### config.mk
export PLATFORM = sky130hd
export DESIGN_NAME = bbpp_lane
export DESIGN_NICKNAME = d
export VERILOG_FILES = /design/src/rtl/bbpp_pkg.sv /design/src/rtl/bbpp_lane.sv
export SDC_FILE = /design/constraint.sdc
export NUM_CORES = 2
export LEC_CHECK = 0
export CAP_MARGIN = 20
export CORE_MARGIN = 10
export CORE_UTILIZATION = 55
export DETAILED_ROUTE_END_ITERATION = 12
export DONT_BUFFER_PORTS = 1
export HOLD_SLACK_MARGIN = 0.06
export PLACE_DENSITY = 0.73
export REMOVE_ABC_BUFFERS = 1
export SLEW_MARGIN = 0
export SYNTH_ARGS = -nofsm -noshare
export SYNTH_HDL_FRONTEND = slang
export SYNTH_SLANG_ARGS = --single-unit
### constraint.sdc
create_clock -name clock -period 7.1 [get_ports clock]
set_input_delay 1.42 -clock clock [delete_from_list [all_inputs] [get_ports clock]]
set_output_delay 1.42 -clock clock [all_outputs]
set_load 0.005 [all_outputs]
### src/rtl/bbpp_pkg.sv
`default_nettype none

package bbpp_pkg;

   localparam int COORD_W     = 32;
   localparam int PARAM_W     = 17;
   localparam int IDX_W       = 4;
   localparam int NUM_POINTS  = 16;
   localparam int REQ_TDATA_W = 136;
   localparam int RSP_TDATA_W = 96;

   localparam logic MODE_LOAD = 1'b0;
   localparam logic MODE_EVAL = 1'b1;

   // one control point as stored: x in the low word
   typedef struct packed {
      logic signed [COORD_W-1:0] z;
      logic signed [COORD_W-1:0] y;
      logic signed [COORD_W-1:0] x;
   } point_type;

   // tag that travels with each read of the control point memory
   typedef struct packed {
      logic       valid;
      logic [1:0] row;
      logic [1:0] col;
   } tag_type;

endpackage

`default_nettype wire

### src/rtl/bbpp_lane.sv
`default_nettype none

// One coordinate: row sums of wu*P, rounded, then column sum of wv*row,
// rounded. Six register stages from read data to result.
module bbpp_lane #(
   parameter int FRAC_BITS = 16
) (
   input  wire logic                                  clock,
   input  wire logic                                  reset,
   input  wire bbpp_pkg::tag_type                     in_tag,
   input  wire logic signed [bbpp_pkg::COORD_W-1:0]   in_coord,
   input  wire logic [FRAC_BITS:0]                    in_wu,
   input  wire logic [3:0][FRAC_BITS:0]               wv,
   output logic                                       done,
   output logic signed [bbpp_pkg::COORD_W-1:0]        result
);

   localparam int W  = FRAC_BITS + 1;
   localparam int MW = bbpp_pkg::COORD_W + W + 1;
   localparam int RW = MW + 2;
   localparam logic signed [RW-1:0] HALF = RW'(2 ** (FRAC_BITS - 1));

   bbpp_pkg::tag_type                    t1_ff, t2_ff;
   logic signed [MW-1:0]                 mprod_ff;
   logic signed [RW-1:0]                 row_ff, row_in, row_rnd;
   logic                                 r_valid_ff;
   logic [1:0]                           r_row_ff;
   logic signed [bbpp_pkg::COORD_W-1:0]  r_ff;
   logic                                 c_valid_ff;
   logic [1:0]                           c_row_ff;
   logic signed [MW-1:0]                 cprod_ff;
   logic signed [RW-1:0]                 acc_ff, acc_in, acc_rnd;
   logic                                 a_done_ff;
   logic                                 done_ff;
   logic signed [bbpp_pkg::COORD_W-1:0]  result_ff;

   assign row_in  = (t1_ff.col == 2'd0) ? RW'(mprod_ff) : row_ff + RW'(mprod_ff);
   assign row_rnd = (row_ff + HALF) >>> FRAC_BITS;
   assign acc_in  = (c_row_ff == 2'd0) ? RW'(cprod_ff) : acc_ff + RW'(cprod_ff);
   assign acc_rnd = (acc_ff + HALF) >>> FRAC_BITS;

   always_ff @(posedge clock) begin
      if (reset) begin
         t1_ff      <= '0;
         t2_ff      <= '0;
         r_valid_ff <= 1'b0;
         c_valid_ff <= 1'b0;
         a_done_ff  <= 1'b0;
         done_ff    <= 1'b0;
      end else begin
         t1_ff      <= in_tag;
         t2_ff      <= t1_ff;
         r_valid_ff <= t2_ff.valid && (t2_ff.col == 2'd3);
         c_valid_ff <= r_valid_ff;
         a_done_ff  <= c_valid_ff && (c_row_ff == 2'd3);
         done_ff    <= a_done_ff;
      end
   end

   always_ff @(posedge clock) begin
      mprod_ff <= in_coord * $signed({1'b0, in_wu});
      if (t1_ff.valid) begin
         row_ff <= row_in;
      end
      r_row_ff <= t2_ff.row;
      r_ff     <= row_rnd[bbpp_pkg::COORD_W-1:0];
      c_row_ff <= r_row_ff;
      cprod_ff <= r_ff * $signed({1'b0, wv[r_row_ff]});
      if (c_valid_ff) begin
         acc_ff <= acc_in;
      end
      if (a_done_ff) begin
         result_ff <= acc_rnd[bbpp_pkg::COORD_W-1:0];
      end
   end

   assign done   = done_ff;
   assign result = result_ff;

endmodule

`default_nettype wire
==> run_results.csv <==
group,metric,value,unit
status,status,"complete, but fails checks",
status,violations,"negative setup slack",
placed_design,post_dp_cell_area,54700,um^2
drt,first_iter_violations,2646,
setup_path,end_kind,"flip-flop",
grt,grt_pass1_wl,206000,um
drt,vias_per_cell,5.36,
clock_tree,clock_latency,0.61,ns
grt,grt_max_degree,60,
drt,drcViolationCount,0,
layout,final_area,56500,um^2
setup_path,r2r_setup_slack,0.12,ns
setup_path,rr_worst_depth,25,
grt,grt_overflow,0,
clock_tree,hold_buffers,0,
timing,max_slew_margin,0.499,
clock_tree,clock-sinks,274,
clock_tree,root_buffer,"clkbuf_16",
grt,antenna_found_initial,5,
drt,wire_per_inst,17.6,um
synthesis,seq_area_frac_synth,0.131,
grt,grt_pass1_vias,40900,
synthesis,ys.warnings.count,0,
hold_path,worstHoldPathType,"reg -> reg",
grt,track_usage,0.233,
setup_path,path_cells,"mux4_2 > buf_12 > and2_1 > fa_1 > inv_1 > fa_1 > inv_1 > fa_1 > inv_1 > fa_1 > fa_1 > fa_1 > inv_1 > ha_4 > inv_1 > nor2_2 > nand4_1 > or4_4 > o21ai_4 > buf_6 > o21ai_4 > and3_4 > or2_0 > a211oi_1",
setup_path,cp.arrival,7.68,ns
synthesis,synth-main-ff-cell,"dfxtp_1",
synthesis,synthMuxAreaShare,0.00902,
setup_path,slowest_stage,"fa_1",
drt,ant_nets,0,
placed_design,port_buffers,0,
setup_path,crit_type,"in -> reg",
hold_path,min_delay_worst_endpoint,"r_row_ff[0]",
floorplan,start_util,0.554,
placed_design,pre_cts_slack,-0.912,ns
synthesis,synth_compound_area_frac,0.0775,
floorplan,chipWidth,326,um
timing,slew_violations,0,
synthesis,syn_inst,5669,
placed_design,gp_congestion,0.934,
hold_path,hp-start,"t2_ff[2]",
layout,area_growth,9.40,%
synthesis,yosysTopAreaCell,"fa_1",
floorplan,die_y,326,um
setup_path,r2r-end,"cprod_ff[47]",
flow_run,drv_cap,0,
synthesis,synth-adder-area-share,0.474,
setup_path,worst_ep_required_time,7.63,ns
drt,num_vias,37900,
synthesis,ys_top_cells_by_area,"fa_1, inv_1, ha_1",
setup_path,path_delay_family,"adder cells",
synthesis,synth_simple_gate_area_share,0.162,
timing,timing.final.crit_share,1.01,
timing,rsz0062_at_grt,"true",
synthesis,synth_cell_type_count,94,
setup_path,crit_fanout,6,
layout,nNetsFinal,7253,
setup_path,reg2reg_from,"r_row_ff[0]",
layout,multi_input_area,39800,um^2
synthesis,syn-cell-area,51600,um^2
clock_tree,cts_buffer_depth,3,
clock_tree,clkTransAtPathRegs,0.06,ns
timing,finClkSkew,0.0177,ns
floorplan,io_pins,157,
synthesis,synth_xor_area_frac,0.0395,
layout,layout.area.seq,6770,um^2
timing,worstMarginPinSlew,0.751,ns
clock_tree,cts_tree,"yes",
layout,drive_above_1_share,0.0871,
timing,hold_violations,0,
drt,dr.pass1.iters,9,
layout,nFillCells,7757,
timing,fmax,140,MHz
floorplan,die_area,106000,um^2
synthesis,avgSynthCellArea,9.10,um^2
synthesis,synth.top_cell.area_share,0.396,
timing,fin_crit,7.15,ns
timing,setup_violations,2,
timing,finalWorstSetupSlack,-0.0494,ns
setup_path,slowest_delay,0.56,ns
floorplan,rows,112,
setup_path,timing.critical_path.buf_inv,7,
floorplan,coreArea,93200,um^2
synthesis,ys_seq_elements,274,
timing,tns,-0.0656,ns
hold_path,holdPathStages,0,
drt,drt-total-wl,124000,um
synthesis,async_reset_ff_frac,0,
synthesis,synth_top_family_by_area,"adder cells",
placed_design,dp_hpwl,97700,um
setup_path,worstSetupStartpointType,"primary input",
synthesis,synth_edf_count,128,
clock_tree,htreeDepth,1,
setup_path,cp_common_cell,"fa_1",
clock_tree,cts_made_buffers,30,
[worst max-delay path by stage]
stage / from / endpoint / slack [ns] / depth (start not counted)
CTS: wv[55] / cprod_ff[32] / -0.006 / 27
global route: wv[54] / cprod_ff[35] / -0.22 / 24
detailed placement: wv[54] / cprod_ff[40] / -0.91 / 26
global placement: wv[54] / cprod_ff[40] / -0.83 / 26
floorplan: wv[54] / cprod_ff[35] / -0.50 / 25
finish: wv[54] / cprod_ff[47] / -0.05 / 24
[per-stage QoR]
step,std cells,hold WS (ns),utilization
floorplan,5450,0.310,-
global placement,6987,0.310,0.587
detailed placement,6987,0.318,0.587
CTS,7053,0.334,0.601
global route,7073,0.340,0.606
finish,7074,0.335,0.606
[registers in the layout, indices dropped and copies added (netlist names), 5 cells and up]
register	count
cprod_ff	48
acc_ff	48
result	32
r_ff	32
mprod_ff	48
t2_ff	5
t1_ff	5
row_ff	48
[cells in the final DEF, fill, tap and decap left out, types with 10 or more instances in the layout]
master,n
xnor2_1,165
o21ai_1,23
o21a_1,21
a211oi_1,15
o211ai_1,12
o31ai_1,12
inv_1,1237
nand2_1,768
inv_2,15
buf_4,268
a21o_1,88
nor2b_1,34
and2_1,489
nor3_1,28
a31oi_1,15
and3_1,27
edfxtp_1,128
nand4_1,34
nand2b_1,29
mux4_2,17
buf_6,10
a21oi_1,193
a21oi_2,10
o21bai_1,21
nand3_1,68
ha_1,312
buf_12,20
fa_2,16
nor2_1,163
dfxtp_1,144
xor2_1,67
ha_4,10
fa_1,1004
clkbuf_16,33
o21ai_0,98
[kinds of logic after synthesis]
kind of cell	count (synthesis)
DFF	274
and+or+nand+nor	1716
AOI/OAI and AO/OA	608
xor gates and xnor gates	233
muxes	25
buffers and inverters	1471
adders and majority gates	1342
[area by class of cell]
class | count | area share
Multi-Input combinational cell | 3926 | 0.705
Sequential cell | 274 | 0.120
Inverter | 1252 | 0.0832
Timing Repair Buffer | 303 | 0.0467
Tap cell | 1254 | 0.0278
Clock buffer | 40 | 0.0152
Clock inverter | 16 | 0.00197
Antenna cell | 9 | 0.000399
[per-layer routing]
layer	vias to the layer above	GRT usage	wire, um
li1	17500	-	-
met1	18800	0.307	50300
met2	1406	0.402	60100
met3	243	0.0319	9920
met4	0	0.0621	3960
met5	-	0	0
[cells in the mapped netlist, types with 5 or more instances]
library cell / count
inv_1: 1252
nand3_1: 70
or2_2: 7
nor3_1: 28
xnor2_1: 166
a211oi_1: 16
nor4_1: 5
o21a_1: 21
and2_1: 496
buf_2: 5
mux4_2: 17
a21boi_0: 7
and3_1: 28
o21bai_1: 22
dfxtp_1: 146
o31ai_1: 13
xor2_1: 67
nor2b_1: 34
o21ai_2: 5
mux2i_1: 6
a21oi_1: 201
and4_1: 8
o21ai_0: 103
nor2_1: 168
o22ai_1: 6
o21ai_1: 24
a21o_1: 88
a211oi_2: 8
a31oi_1: 17
nand4_1: 34
clkbuf_1: 212
o211ai_1: 12
fa_1: 1020
edfxtp_1: 128
nand2b_1: 29
nand2_1: 771
nor3b_1: 5
ha_1: 322
[what timing repair did]
item / 4_1_cts / 5_1_grt
pin swaps: 30 / 38
setup endpoints to repair: 14 / 20
setup buffers: 8 / 9
cloned: 2 / 3
resized for setup: 44 / 72
Power is not shown: default switching activity piles up to over one toggle a cycle in this logic, so the estimate is an artifact.
