<file path="config.mk">
export PLATFORM = sky130hd
export DESIGN_NAME = bbpp_basis
export DESIGN_NICKNAME = d
export VERILOG_FILES = /design/src/rtl/bbpp_pkg.sv /design/src/rtl/bbpp_basis.sv
export SDC_FILE = /design/constraint.sdc
export NUM_CORES = 1
export LEC_CHECK = 0
export CORE_AREA = 2 2 274 276
export DETAILED_ROUTE_END_ITERATION = 7
export DIE_AREA = 0 0 276 278
export DONT_BUFFER_PORTS = 1
export GPL_TIMING_DRIVEN = 0
export SLEW_MARGIN = 30
export SYNTH_ARGS = -nofsm -noshare
export SYNTH_HDL_FRONTEND = slang
export SYNTH_SLANG_ARGS = --single-unit
</file>
<file path="constraint.sdc">
create_clock -name clock -period 24.5 [get_ports clock]
set_input_delay 4.9 -clock clock [delete_from_list [all_inputs] [get_ports clock]]
set_output_delay 4.9 -clock clock [all_outputs]
set_load 0.02 [all_outputs]
</file>
<file path="src/rtl/bbpp_pkg.sv">
`default_nettype none

package bbpp_pkg;

   localparam int COORD_W     = 32;
   localparam int PARAM_W     = 17;
   localparam int IDX_W       = 4;
   localparam int NUM_POINTS  = 16;
   localparam int REQ_TDATA_W = 136;
   localparam int RSP_TDATA_W = 96;

   localparam logic MODE_LOAD = 1'b0;
   localparam logic MODE_EVAL = 1'b1;

   // one control point as stored: x in the low word
   typedef struct packed {
      logic signed [COORD_W-1:0] z;
      logic signed [COORD_W-1:0] y;
      logic signed [COORD_W-1:0] x;
   } point_type;

   // tag that travels with each read of the control point memory
   typedef struct packed {
      logic       valid;
      logic [1:0] row;
      logic [1:0] col;
   } tag_type;

endpackage

`default_nettype wire

</file>
<file path="src/rtl/bbpp_basis.sv">
`default_nettype none

// Cubic Bernstein weights for one parameter, one shared multiplier,
// eight steps. Weights are clamped so they sum to exactly one.
module bbpp_basis #(
   parameter int FRAC_BITS = 16
) (
   input  wire logic                                clock,
   input  wire logic                                reset,
   input  wire logic                                start,
   input  wire logic [bbpp_pkg::PARAM_W-1:0]        t_raw,
   output logic                                     done,
   output logic [3:0][FRAC_BITS:0]                  weights
);

   localparam int W  = FRAC_BITS + 1;
   localparam int PW = 2 * W;
   localparam int CW = (W > bbpp_pkg::PARAM_W) ? W : bbpp_pkg::PARAM_W;
   localparam logic [W-1:0]    ONE    = {1'b1, {FRAC_BITS{1'b0}}};
   localparam logic [PW+1:0]   HALF   = (PW + 2)'(2 ** (FRAC_BITS - 1));

   // step codes; steps SS to RND3 each round the product of the step before
   localparam logic [2:0] STEP_TT   = 3'd0;  // t*t
   localparam logic [2:0] STEP_SS   = 3'd1;  // s*s,   round tt
   localparam logic [2:0] STEP_TS   = 3'd2;  // t*s,   round ss
   localparam logic [2:0] STEP_T3   = 3'd3;  // tt*t,  round ts
   localparam logic [2:0] STEP_S3   = 3'd4;  // ss*s,  round t3
   localparam logic [2:0] STEP_B1   = 3'd5;  // ts*s,  round s3
   localparam logic [2:0] STEP_RND3 = 3'd6;  // round 3*ts*s
   localparam logic [2:0] STEP_LAST = 3'd7;  // clamp

   logic            busy_ff, busy_in;
   logic [2:0]      step_ff, step_in;
   logic            done_ff, done_in;
   logic [W-1:0]    t_ff, s_ff;
   logic [W-1:0]    tt_ff, ss_ff, ts_ff, t3_ff, s3_ff, b1_ff;
   logic [PW-1:0]   prod_ff, prod_in;
   logic [3:0][W-1:0] w_ff;

   logic [CW-1:0]   t_ext;
   logic [W-1:0]    t_sat;
   logic [W-1:0]    mul_a, mul_b;
   logic [PW+1:0]   rnd_sum, rnd3_sum;
   logic [W-1:0]    rnd_val, rnd3_val;
   logic [W-1:0]    t3c, rem0, s3c, rem1, b1c;

   assign t_ext = CW'(t_raw);
   assign t_sat = (t_ext > CW'(ONE)) ? ONE : t_ext[W-1:0];

   always_comb begin
      case (step_ff)
         STEP_TT: begin mul_a = t_ff;  mul_b = t_ff; end
         STEP_SS: begin mul_a = s_ff;  mul_b = s_ff; end
         STEP_TS: begin mul_a = t_ff;  mul_b = s_ff; end
         STEP_T3: begin mul_a = tt_ff; mul_b = t_ff; end
         STEP_S3: begin mul_a = ss_ff; mul_b = s_ff; end
         STEP_B1: begin mul_a = ts_ff; mul_b = s_ff; end
         default: begin mul_a = '0;    mul_b = '0;   end
      endcase
   end

   assign prod_in  = mul_a * mul_b;
   assign rnd_sum  = {2'b00, prod_ff} + HALF;
   assign rnd3_sum = {2'b00, prod_ff} + {1'b0, prod_ff, 1'b0} + HALF;
   assign rnd_val  = rnd_sum[FRAC_BITS +: W];
   assign rnd3_val = rnd3_sum[FRAC_BITS +: W];

   // clamp so that all weights are non-negative and sum to one
   assign t3c  = (t3_ff > ONE) ? ONE : t3_ff;
   assign rem0 = ONE - t3c;
   assign s3c  = (s3_ff > rem0) ? rem0 : s3_ff;
   assign rem1 = rem0 - s3c;
   assign b1c  = (b1_ff > rem1) ? rem1 : b1_ff;

   always_comb begin
      busy_in = busy_ff;
      step_in = step_ff;
      if (start) begin
         busy_in = 1'b1;
         step_in = STEP_TT;
      end else if (busy_ff) begin
         step_in = step_ff + 3'd1;
         if (step_ff == STEP_LAST) begin
            busy_in = 1'b0;
         end
      end
      done_in = busy_ff && (step_ff == STEP_LAST);
   end

   always_ff @(posedge clock) begin
      if (reset) begin
         busy_ff <= 1'b0;
         step_ff <= STEP_TT;
         done_ff <= 1'b0;
      end else begin
         busy_ff <= busy_in;
         step_ff <= step_in;
         done_ff <= done_in;
      end
   end

   always_ff @(posedge clock) begin
      if (start) begin
         t_ff <= t_sat;
         s_ff <= ONE - t_sat;
      end
      prod_ff <= prod_in;
      if (busy_ff) begin
         case (step_ff)
            STEP_SS:   tt_ff <= rnd_val;
            STEP_TS:   ss_ff <= rnd_val;
            STEP_T3:   ts_ff <= rnd_val;
            STEP_S3:   t3_ff <= rnd_val;
            STEP_B1:   s3_ff <= rnd_val;
            STEP_RND3: b1_ff <= rnd3_val;
            STEP_LAST: begin
               w_ff[0] <= s3c;
               w_ff[1] <= b1c;
               w_ff[2] <= rem1 - b1c;
               w_ff[3] <= t3c;
            end
            default: ;
         endcase
      end
   end

   assign done    = done_ff;
   assign weights = w_ff;

endmodule

`default_nettype wire

</file>
==> results.sh <==
export IMPL_die_h_um=278
export IMPL_fill_cells=7527
export IMPL_grt_setup_unrepaired="false"
export IMPL_violated_checks="design-rule violations"
export IMPL_crit_path_start_kind="register"
export IMPL_number_of_enable_type_register_cells_in_the_synthesized_netlist=203
export IMPL_post_route_period_util_pct=48.91
export IMPL_clkTransAtPathRegs_ns=0.06
export IMPL_finalMaxSlewViolations=0
export IMPL_grt_first_pass_wirelength_um=87730
export IMPL_cts_num_sinks=241
export IMPL_synthesis_area_um2=22010
export IMPL_final_net_count=2651
export IMPL_worst_r2r_setup_slack_ns=12.52
export IMPL_worstPathMaxFanout=10
export IMPL_synthMostInstantiatedCell="sky130_fd_sc_hd__inv_1"
export IMPL_clock_tree_buffer_depth=3
export IMPL_detail_route_drc_violations=8
export IMPL_tritoncts="yes"
export IMPL_fin_hold_ws_ns=0.5665
export IMPL_setup_viol_count_final=0
export IMPL_detailedRoute_firstIterationViolations=979
export IMPL_first_global_vias=15400
export IMPL_dieArea_um2=76730
export IMPL_clock_tree_root_cell="sky130_fd_sc_hd__clkbuf_16"
export IMPL_post_dp_hpwl_um=46060
export IMPL_worstSkewPairLatency_ns=0.59
export IMPL_cp_arrival_ns=12.31
export IMPL_io_buffers=0
export IMPL_final_setup_skew_ns=0.02776
export IMPL_synth_avg_cell_area_um2=10.33
export IMPL_detailroute_via_count=15240
export IMPL_tns_ns=0
export IMPL_finalHoldViolations=0
export IMPL_final_antenna_net_count=0
export IMPL_grt_use_total_pct=14.50
export IMPL_wp_data_required_ns=24.83
export IMPL_r2r_worst_path_cells=46
export IMPL_drt_pre_antenna_iters=8
export IMPL_slowest_delay_ns=0.56
export IMPL_timing_max_slew_rel_slack_pct=36.19
export IMPL_result_of_the_run="finished with violations"
export IMPL_cts_setup_buffers=0
export IMPL_endpoint_kind="register"
export IMPL_ys_flop_type="sky130_fd_sc_hd__edfxtp_1"
export IMPL_grt_max_degree=53
export IMPL_avgRoutedWirePerCell_um=17.57
export IMPL_synth_seq_cells=241
export IMPL_final_period_minus_worst_setup_slack_ns=11.98
export IMPL_worst_hold_check_path_type="reg -> reg"
export IMPL_die_width_um=276
export IMPL_origin_of_the_critical_flop_to_flop_path="t3_ff[4]"
export IMPL_post_drt_via_cell_ratio=4.822
export IMPL_insertedDiodeCount=0
export IMPL_cts_buffers=30
export IMPL_netlist_area_leader_share_pct=27.69
export IMPL_r2r_end="weights[50]"
export IMPL_synth_sequential_area_ratio_pct=31.15
export IMPL_crit_path_top_delay_cell="sky130_fd_sc_hd__clkbuf_1"
export IMPL_io_pins=89
export IMPL_max_cap_violations=0
export IMPL_synth_async_reset_ratio_pct=0
export IMPL_yosys_warnings=0
export IMPL_gpl_final_weighted_congestion=0.9316
export IMPL_routed_wl_um=55520
export IMPL_synth_cell_types=72
export IMPL_number_of_antenna_violations_at_the_first_check_in_global_routing=0
export IMPL_rows=100
export IMPL_htreeDepth=1
export IMPL_coreArea_um2=73820
export IMPL_ys_top_cells_by_count="sky130_fd_sc_hd__inv_1, sky130_fd_sc_hd__nand2_1, sky130_fd_sc_hd__ha_1"
export IMPL_synthToLayoutAreaGrowth_pct=10.31
export IMPL_synth_top_cell_by_area="sky130_fd_sc_hd__edfxtp_1"
export IMPL_cpMostUsedCell="sky130_fd_sc_hd__o21ai_0"
export IMPL_fmaxAchievable_mhz=83.45
export IMPL_number_of_instances_in_the_synthesized_netlist=2130
export IMPL_total_of_cells_resized_after_clock_tree_synthesis=0
export IMPL_whs_path_cells=2
export IMPL_layout_drive_gt1_share_pct=4.927
export IMPL_cts_hold_buf=0
export IMPL_syn_nets=2613
export IMPL_utilization_pct=32.89
export IMPL_synthTopCellsByArea="sky130_fd_sc_hd__edfxtp_1, sky130_fd_sc_hd__fa_1, sky130_fd_sc_hd__ha_1"
export IMPL_effective_utilization_at_floorplan_pct=29.82
export IMPL_worst_slew_pin_transition_ns=0.9572
export IMPL_gr_total_overflow=0
export IMPL_criticalPathCategory="reg -> reg"
export IMPL_startpoint="t3_ff[4]"
export IMPL_worst_setup_path_endpoint="weights[50]"
layout make-up:
| type | count | area (um2) | area share [%] |
|---|---|---|---|
| Buffer | 63 | 236.5 | 0.9739 |
| Multi-Input combinational cell | 1490 | 13710 | 56.45 |
| Tap cell | 969 | 1212 | 4.993 |
| Timing Repair Buffer | 6 | 58.81 | 0.2422 |
| Clock buffer | 38 | 790.8 | 3.257 |
| Clock inverter | 18 | 158.9 | 0.6544 |
| Sequential cell | 241 | 6857 | 28.24 |
| Inverter | 336 | 1261 | 5.194 |
metrics by stage:
step	std cells	setup slack (ns)	area [um2]
global placement	3099	12.46	23220
finish	3161	12.52	24280
CTS	3160	12.37	24270
floorplan	2130	14.48	22010
detailed placement	3104	12.41	23320
global route	3161	11.47	24280
worst min path at each step:
| stage | from | end |
|---|---|---|
| 5_1_grt | step_ff[1] | step_ff[1] |
| 3_5_place_dp | step_ff[1] | step_ff[1] |
| 4_1_cts | step_ff[1] | step_ff[1] |
| 3_3_place_gp | step_ff[1] | step_ff[1] |
| 6_report | step_ff[1] | step_ff[1] |
| 2_1_floorplan | step_ff[1] | step_ff[1] |
kinds of logic after synthesis:
family | Yosys count | synth area share [%]
multiplexers | 41 | 2.024
AO/OA/AOI/OAI | 324 | 10.25
AND/OR/NAND/NOR | 553 | 11.33
XOR/XNOR | 109 | 4.439
flip-flops | 241 | 31.15
adder cells (fa/ha/maj) | 463 | 33.99
buffers and inverters | 399 | 6.804
state kept, by name (all words and copies together), names as in the netlist:
register / count
s_ff: 16
prod_ff: 33
step_ff: 3
b1_ff: 17
tt_ff: 17
t_ff: 17
done: 1
ss_ff: 17
weights: 68
ts_ff: 17
s3_ff: 17
t3_ff: 17
busy_ff: 1
per-layer routing:
metal	wire [um]	vias to the layer above	track usage [%]
li1	-	7224	-
met1	24480	7485	18.90
met2	25780	436	24.25
met3	3483	97	3.039
met4	1782	0	4.274
met5	0	-	0
placed cells by master, fill, tap and decap left out, drive strengths merged, types with 6 or more instances in the layout:
cell / count
nor2: 124
a31oi: 12
mux2i: 13
xnor2: 72
o21ai: 46
a22o: 27
nor2b: 37
nor3: 26
a21oi: 85
edfxtp: 203
xor2: 36
o21a: 16
a22oi: 11
nand3: 21
nand4: 10
inv: 339
buf: 7
o211ai: 6
and3: 11
a21o: 33
clkbuf: 100
a221o: 13
nand2b: 15
and2: 23
dfxtp: 38
clkinv: 11
o31ai: 6
or2: 6
o21bai: 10
nand2: 256
fa: 225
mux2: 28
ha: 238
a21boi: 6
critical path: cells and delay by family, from the launching register on:
kind	cells	cell delay, ns
compound gates	22	4.85
xor+xnor	1	0.09
fa+ha+maj	5	1.50
buf+inv	5	1.15
flops	1	0.46
mux	1	0.44
simple gates	12	3.21
Power is not shown: default switching activity piles up to over one toggle a cycle in this logic, so the estimate is an artifact.
