## src/rtl/bbpp_pkg.sv

```systemverilog
`default_nettype none

package bbpp_pkg;

   localparam int COORD_W     = 32;
   localparam int PARAM_W     = 17;
   localparam int IDX_W       = 4;
   localparam int NUM_POINTS  = 16;
   localparam int REQ_TDATA_W = 136;
   localparam int RSP_TDATA_W = 96;

   localparam logic MODE_LOAD = 1'b0;
   localparam logic MODE_EVAL = 1'b1;

   // one control point as stored: x in the low word
   typedef struct packed {
      logic signed [COORD_W-1:0] z;
      logic signed [COORD_W-1:0] y;
      logic signed [COORD_W-1:0] x;
   } point_type;

   // tag that travels with each read of the control point memory
   typedef struct packed {
      logic       valid;
      logic [1:0] row;
      logic [1:0] col;
   } tag_type;

endpackage

`default_nettype wire

```

## src/rtl/bbpp_ctrl_mem.sv

```systemverilog
`default_nettype none

module bbpp_ctrl_mem (
   input  wire logic                                clock,
   input  wire logic                                wr_en,
   input  wire logic [bbpp_pkg::IDX_W-1:0]          wr_addr,
   input  wire bbpp_pkg::point_type                 wr_data,
   input  wire logic [bbpp_pkg::IDX_W-1:0]          rd_addr,
   output bbpp_pkg::point_type                      rd_data
);

   bbpp_pkg::point_type mem [bbpp_pkg::NUM_POINTS];
   bbpp_pkg::point_type rd_data_ff;

   always_ff @(posedge clock) begin
      if (wr_en) begin
         mem[wr_addr] <= wr_data;
      end
      rd_data_ff <= mem[rd_addr];
   end

   assign rd_data = rd_data_ff;

endmodule

`default_nettype wire

```

## config.mk

```make
export PLATFORM = sky130hd
export DESIGN_NAME = bbpp_ctrl_mem
export DESIGN_NICKNAME = d
export VERILOG_FILES = /design/src/rtl/bbpp_pkg.sv /design/src/rtl/bbpp_ctrl_mem.sv
export SDC_FILE = /design/constraint.sdc
export NUM_CORES = 1
export LEC_CHECK = 0
export BUFFER_PORTS_ARGS = -buffer_cell sky130_fd_sc_hd__buf_2
export CORE_MARGIN = 4
export CORE_UTILIZATION = 61
export DETAILED_ROUTE_END_ITERATION = 8
export HOLD_SLACK_MARGIN = 0.15
export PLACE_DENSITY = 0.89
export SLEW_MARGIN = 20
export SYNTH_ARGS = -nofsm -noshare
export SYNTH_HDL_FRONTEND = slang
export SYNTH_SLANG_ARGS = --single-unit
```

## constraint.sdc

```tcl
create_clock -name clock -period 11.33 [get_ports clock]
set_clock_uncertainty 0.1 [all_clocks]
set_input_delay 2.266 -clock clock [delete_from_list [all_inputs] [get_ports clock]]
set_output_delay 2.266 -clock clock [all_outputs]
set_load 0.05 [all_outputs]
```

==> results by group, run 1 <==
Run status
  • Status: completed

Worst setup path
  • CP required: 11.58 ns
  • CP endpoint kind: flip-flop
  • FF-to-FF setup slack: 9.56 ns
  • Worst R2R Start: mem[13][2]$_DFFE_PP_
  • R2r endpoint: rd_data[2]$_DFF_P_
  • Worst-path maximum fanout: 47
  • Slowest stage delay, CP: 0.90 ns
  • Startpoint Class: primary input
  • Worst R2R Path Depth: 3
  • Critical path origin: wr_addr[2]
  • CP max-delay cell: buf_4
  • Sum of buffers and inverters on the critical path: 3
  • Cell family with most CP delay: buffers and inverters
  • Crit-path cells: buf_2, nand3b_1, nor2_4, buf_4, buf_4
  • Critical path class: in -> reg
  • Critical Path Most Common Cell: buf_4
  • WP depth: 5
  • Worst path arrival time: 5.32 ns
  • Worst setup path end: mem[9][82]$_DFFE_PP_

Drt
  • Vias: 30000
  • Residual DRC: 0
  • DRT iter0 DRCs: 5592
  • Post-DR vias/cell: 7.20
  • WL final: 159000 um
  • WL/cell: 38.3 um
  • Pre-Repair DR Iteration Count: 6
  • DRT antenna net count: 0

Clock network
  • CTS tree: built
  • CTS Root Cell: clkbuf_16
  • Postcts setup bufs: 0
  • H-tree Lvls: 4
  • CTS sink cnt: 1632
  • Worst skew pair latency: 0.76 ns
  • Hold_buf cts: 0
  • # resized after CTS: 0
  • Clk slew on worst S/H paths: 0.06 ns
  • Num CTS Buffers: 149
  • Clock tree buffer depth: 3

Timing
  • Slew Viols, Final: 0
  • Setup TNS: 0 ns
  • Setup violators final: 0
  • RSZ-0062 raised after global routing: false
  • Fin Hold WS: 0.568 ns
  • Fmax: 197 MHz
  • Hold Violations, Final: 0
  • Slew headroom: 19.9%
  • Slew @ Worst Pin: 1.20 ns
  • Post-route minimum period: 5.06 ns
  • Final period utilization: 44.7%

Global routing
  • Antenna violations before repair: 34
  • First-pass GRT wire length: 229000 um
  • Vias in the first global route: 30400
  • GRT Util Overall: 31.5%
  • Grt ovf: 0
  • Largest net degree at the start of global routing: 156

Yosys
  • Synthesized flop and latch total: 1632
  • Seq/Total Area, Yosys: 80.9%
  • Avg Cell Area, Syn: 24.1 um2
  • Count of cell types in the netlist: 18
  • Cell type with the largest total area after synthesis: edfxtp_1
  • Post-Syn Area: 59400 um2
  • Syn. warnings: 0
  • Cells after synthesis: 2460
  • Synth area leaders: edfxtp_1, mux4_2, dfxtp_1, a22oi_1, nand2_1
  • Top-area cell type share of the netlist area: 77.7%
  • Synth Net Count: 2566

Placed design
  • Gp weighted congestion: 0.765
  • IO buf count: 201
  • Final HPWL DP: 74500 um
  • Placed insts: 3858

Worst hold path
  • Hold WC Path Type: reg -> reg
  • Worst min-delay path startpoint: mem[14][50]$_DFFE_PP_

Cells and area
  • NumNets Final: 2839
  • Synth-to-Final Area Change: 12.7%
  • Layout cells sized above 1: 30.9%
  • Commonest non-fill, non-tap cell in the layout: edfxtp_1
  • Final core utilization: 69.3%
  • Leading cell types in the layout, fill and taps excluded: edfxtp_1, mux4_2, buf_2, a22oi_1, clkbuf_16
  • Non-Filler Instances: 4158

Floorplan
  • Die outline width: 320 um
  • DIE AREA: 102000 um2
  • Die Ht: 320 um
  • Core box area: 96600 um2
  • Starting Density: 61.5%
  • # rows: 114
  • Boundary pin count: 202

Pwr
  • Worst vdd ir: 0.145 mV
  • LEAKAGE: 21.5 nW
  • PwrDens: 191 nW/um2

Run
  • Max_cap viols: 0
where the power goes:
group	internal, W	switching [W]	total, W
registers	0.00675	0.0000730	0.00682
logic	0.000233	0.000508	0.000741
clock network	0.00292	0.00231	0.00523
total	0.00990	0.00289	0.0128
cells in the mapped netlist, drive strengths merged:
library cell and count:
nand2b 2, nand2 97, or3b 1, dfxtp 96
nand3 1, a22oi 192, nand3b 2, nor2 13
nor2b 2, mux4 384, clkbuf 46, nor3 4
buf 83, edfxtp 1536, and2 1
state kept, by name, summed over array words and instances, names as in the netlist:
name,cells
rd_data,96
mem,1536
area by class of cell:
type | count | area [um2]
Antenna cell | 21 | 52.6
Clock buffer | 191 | 4130
Clock inverter | 88 | 865
Fill cell | 5016 | 29700
Multi-Input combinational cell | 699 | 10700
Sequential cell | 1632 | 48000
Tap cell | 1276 | 1600
Timing Repair Buffer | 251 | 1470
layer usage:
layer / vias to the layer above / wire length, um / global-route usage [%]
li1: 11100 / - / -
met1: 15300 / 51300 / 42.4
met2: 2972 / 80200 / 50.5
met3: 510 / 19500 / 6.71
met4: 18 / 8120 / 14.7
met5: - / 105 / 0
stage by stage:
stage          setup WS (ns)  area (um2)  total power, W
2_1_floorplan           1.29       59400         0.00738
3_3_place_gp            5.71       61800         0.00760
3_5_place_dp            5.61       61800         0.00765
4_1_cts                 6.30       66800          0.0128
5_1_grt                 5.99       66900          0.0131
6_report                6.27       66900          0.0128
how the worst min path moves through the flow:
| stage | to | slack, ns | depth (start not counted) |
|---|---|---|---|
| detailed placement | rd_data[50]$_DFF_P_ | 0.56 | 3 |
| floorplan | rd_data[0]$_DFF_P_ | 0.53 | 3 |
| CTS | rd_data[50]$_DFF_P_ | 0.57 | 3 |
| global route | rd_data[50]$_DFF_P_ | 0.59 | 3 |
| finish | rd_data[50]$_DFF_P_ | 0.57 | 3 |
| global placement | rd_data[30]$_DFF_P_ | 0.55 | 3 |
worst register-to-register path, cell delays in order, from the launching register on:
cell,delay (ns)
edfxtp_1,0.46
mux4_2,0.51
a22oi_1,0.31
nand2_1,0.23
logic make-up (layout without fill, tap and decap cells):
family / count (synthesis) / in the layout / share of synthesized area [%]
other cells: 0 / 21 / 0
compound gates: 192 / 192 / 2.43
buf+inv: 129 / 530 / 1.22
mux: 384 / 384 / 14.6
flops: 1632 / 1632 / 80.9
simple gates: 123 / 123 / 0.831
Note: power is estimated with default switching activity, not from simulation.
==> run 2: changes to the inputs <==
- CORE_UTILIZATION: 61 -> 55
- PLACE_DENSITY: 0.89 -> 0.85
- clock period: 11.33 -> 4.1 ns (I/O delays scaled with it)
==> results by group, run 2 (synthesis results as in run 1) <==
Clock network
  • Worst skew pair latency: 0.74 ns (-0.02 ns)
  • CTS sink cnt: 1632 (unchanged)
  • CTS Root Cell: clkbuf_16
  • H-tree Lvls: 4 (unchanged)
  • Postcts setup bufs: 0 (unchanged)
  • Hold_buf cts: 0 (unchanged)
  • # resized after CTS: 0 (unchanged)
  • Num CTS Buffers: 148 (-0.67%)
  • Clk slew on worst S/H paths: 0.07 ns (about the same)
  • Clock tree buffer depth: 3 (unchanged)
  • CTS tree: built

Placed design
  • Gp weighted congestion: 0.737 (-3.7%)
  • Final HPWL DP: 68900 um (-7.5%)
  • Placed inst area: 62700 um2 (+1.4%)
  • IO buf count: 201 (unchanged)
  • Placed insts: 4017 (+4.1%)

Timing
  • RSZ-0062 raised after global routing: false
  • Slew headroom: 27.5% (+7.6 points)
  • Post-route minimum period: 2.47 ns
  • Slew @ Worst Pin: 1.08 ns (-0.118 ns)
  • Fmax: 405 MHz
  • Hold Violations, Final: 0 (unchanged)
  • Slew Viols, Final: 0 (unchanged)
  • Setup violators final: 0 (unchanged)
  • Final period utilization: 60.2%

Cells and area
  • Largest register FFs: 1536 (unchanged)
  • Leading cell types in the layout, fill and taps excluded: edfxtp_1, mux4_2, buf_2, a22oi_1, clkbuf_16
  • Non-Filler Instances: 4317 (+3.8%)
  • Most flops, register: mem
  • Final Cell Area: 67600 um2 (+1.1%)
  • NumNets Final: 2870 (+1.1%)
  • Synth-to-Final Area Change: 14.0%
  • Commonest non-fill, non-tap cell in the layout: edfxtp_1
  • Layout cells sized above 1: 31.5% (+0.53 points)

Worst setup path
  • Crit-path cells: buf_2
  • CP max-delay cell: dfxtp_1
  • Cell family with most CP delay: flip-flops
  • Sum of buffers and inverters on the critical path: 1 (-2)
  • Startpoint Class: flip-flop
  • Worst path arrival time: 1.55 ns (-3.77 ns)
  • CP endpoint kind: output pin
  • FF-to-FF setup slack: 2.51 ns (-7.05 ns)
  • Slowest stage delay, CP: 0.48 ns (-0.42 ns)
  • CP required: 3.18 ns (-8.40 ns)
  • Critical path class: reg -> out
  • Worst-path maximum fanout: 1 (-98%)

Pwr
  • Sw Pwr: 0.00751 W (+160%)
  • PwrDens: 513 nW/um2 (+170%)
  • LEAKAGE: 21.7 nW (+1.0%)
  • Sequential Power Share: 54.3% (+1.0 points)
  • Worst vdd ir: 0.337 mV (+130%)
  • Combinational power share: 5.9% (about the same)
  • Switching share of power: 21.6% (-0.92 points)
  • Cell Int Power: 0.0272 W (+170%)
  • Clock share of power: 39.8% (-1.1 points)

Global routing
  • First-pass GRT wire length: 213000 um (-7.3%)
  • Largest net degree at the start of global routing: 97 (-38%)
  • Antenna violations before repair: 38 (+12%)
  • Vias in the first global route: 30500 (+0.14%)
  • GRT Util Overall: 26.2% (-5.3 points)
  • Grt ovf: 0 (unchanged)

Drt
  • Pre-Repair DR Iteration Count: 5 (-1)
  • DRT iter0 DRCs: 4420 (-21%)
  • Residual DRC: 0 (unchanged)
  • WL final: 145000 um (-8.6%)
  • DRT antenna net count: 0 (unchanged)
  • Post-DR vias/cell: 6.64 (-7.8%)
  • Vias: 28700 (-4.3%)
  • WL/cell: 33.7 um (-12%)

Floorplan
  • Die outline width: 337 um (+5.2%)
  • Starting Density: 55.4% (-6.0 points)
  • Boundary pin count: 202 (unchanged)
  • # rows: 120 (+5.3%)
  • Core box area: 107000 um2 (+11%)
  • Die Ht: 337 um (+5.2%)
  • DIE AREA: 113000 um2 (+11%)

Run status
  • Status: completed

Run
  • Max_cap viols: 0 (unchanged)

Worst hold path
  • Hold WC Path Type: in -> reg
run 2: worst paths after layout:
| kind | endpoint | depth (start not counted) | from |
|---|---|---|---|
| hold / removal | mem[5][18]$_DFFE_PP_ | 1 | wr_data[18] |
| setup reg to reg | rd_data[42]$_DFF_P_ | 3 | mem[10][42]$_DFFE_PP_ |
| hold reg to reg | rd_data[37]$_DFF_P_ | 3 | mem[12][37]$_DFFE_PP_ |
| setup / recovery | rd_data[87] | 1 | rd_data[87]$_DFF_P_ |
run 2: final cells by class:
| cell class | count | area (um2) |
|---|---|---|
| flip-flops and latches | 1632 | 48000 |
| fillers | 6355 | 39400 |
| multi-input cells | 699 | 10700 |
| clock buffers | 203 | 4170 |
| repair buffers | 283 | 2170 |
| well taps | 1403 | 1760 |
| clock inverters | 72 | 706 |
| diodes | 25 | 62.6 |
run 2: power groups by stage:
| stage | sequential [W] | combinational, W | clock (W) |
|---|---|---|---|
| detailed placement | 0.0192 | 0.00199 | 0 |
| global route | 0.0188 | 0.00214 | 0.0147 |
| global placement | 0.0191 | 0.00192 | 0 |
| CTS | 0.0188 | 0.00204 | 0.0140 |
| finish | 0.0188 | 0.00204 | 0.0138 |
| floorplan | 0.0195 | 0.000897 | 0 |
run 2: per-stage QoR:
step | setup WS [ns] | hold WS [ns] | utilization (%) | TNS [ns] | power [W]
after global placement | 1.11 | 0.546 | 58.6 | 0 | 0.0211
after global routing | 1.55 | 0.326 | 63.2 | 0 | 0.0357
after floorplan | -1.60 | 0.535 | - | -492.54 | 0.0204
after CTS | 1.59 | 0.291 | 63.1 | 0 | 0.0348
after detailed placement | 1.05 | 0.553 | 58.6 | 0 | 0.0212
final | 1.63 | 0.346 | 63.2 | 0 | 0.0347
run 2: layer usage:
layer / wire length, um / track usage [%] / vias up
met3: 16400 / 6.12 / 325
met5: 105 / 0 / -
met4: 4920 / 10.4 / 16
met1: 50600 / 35.4 / 15000
met2: 73500 / 42.3 / 2118
li1: - / - / 11200
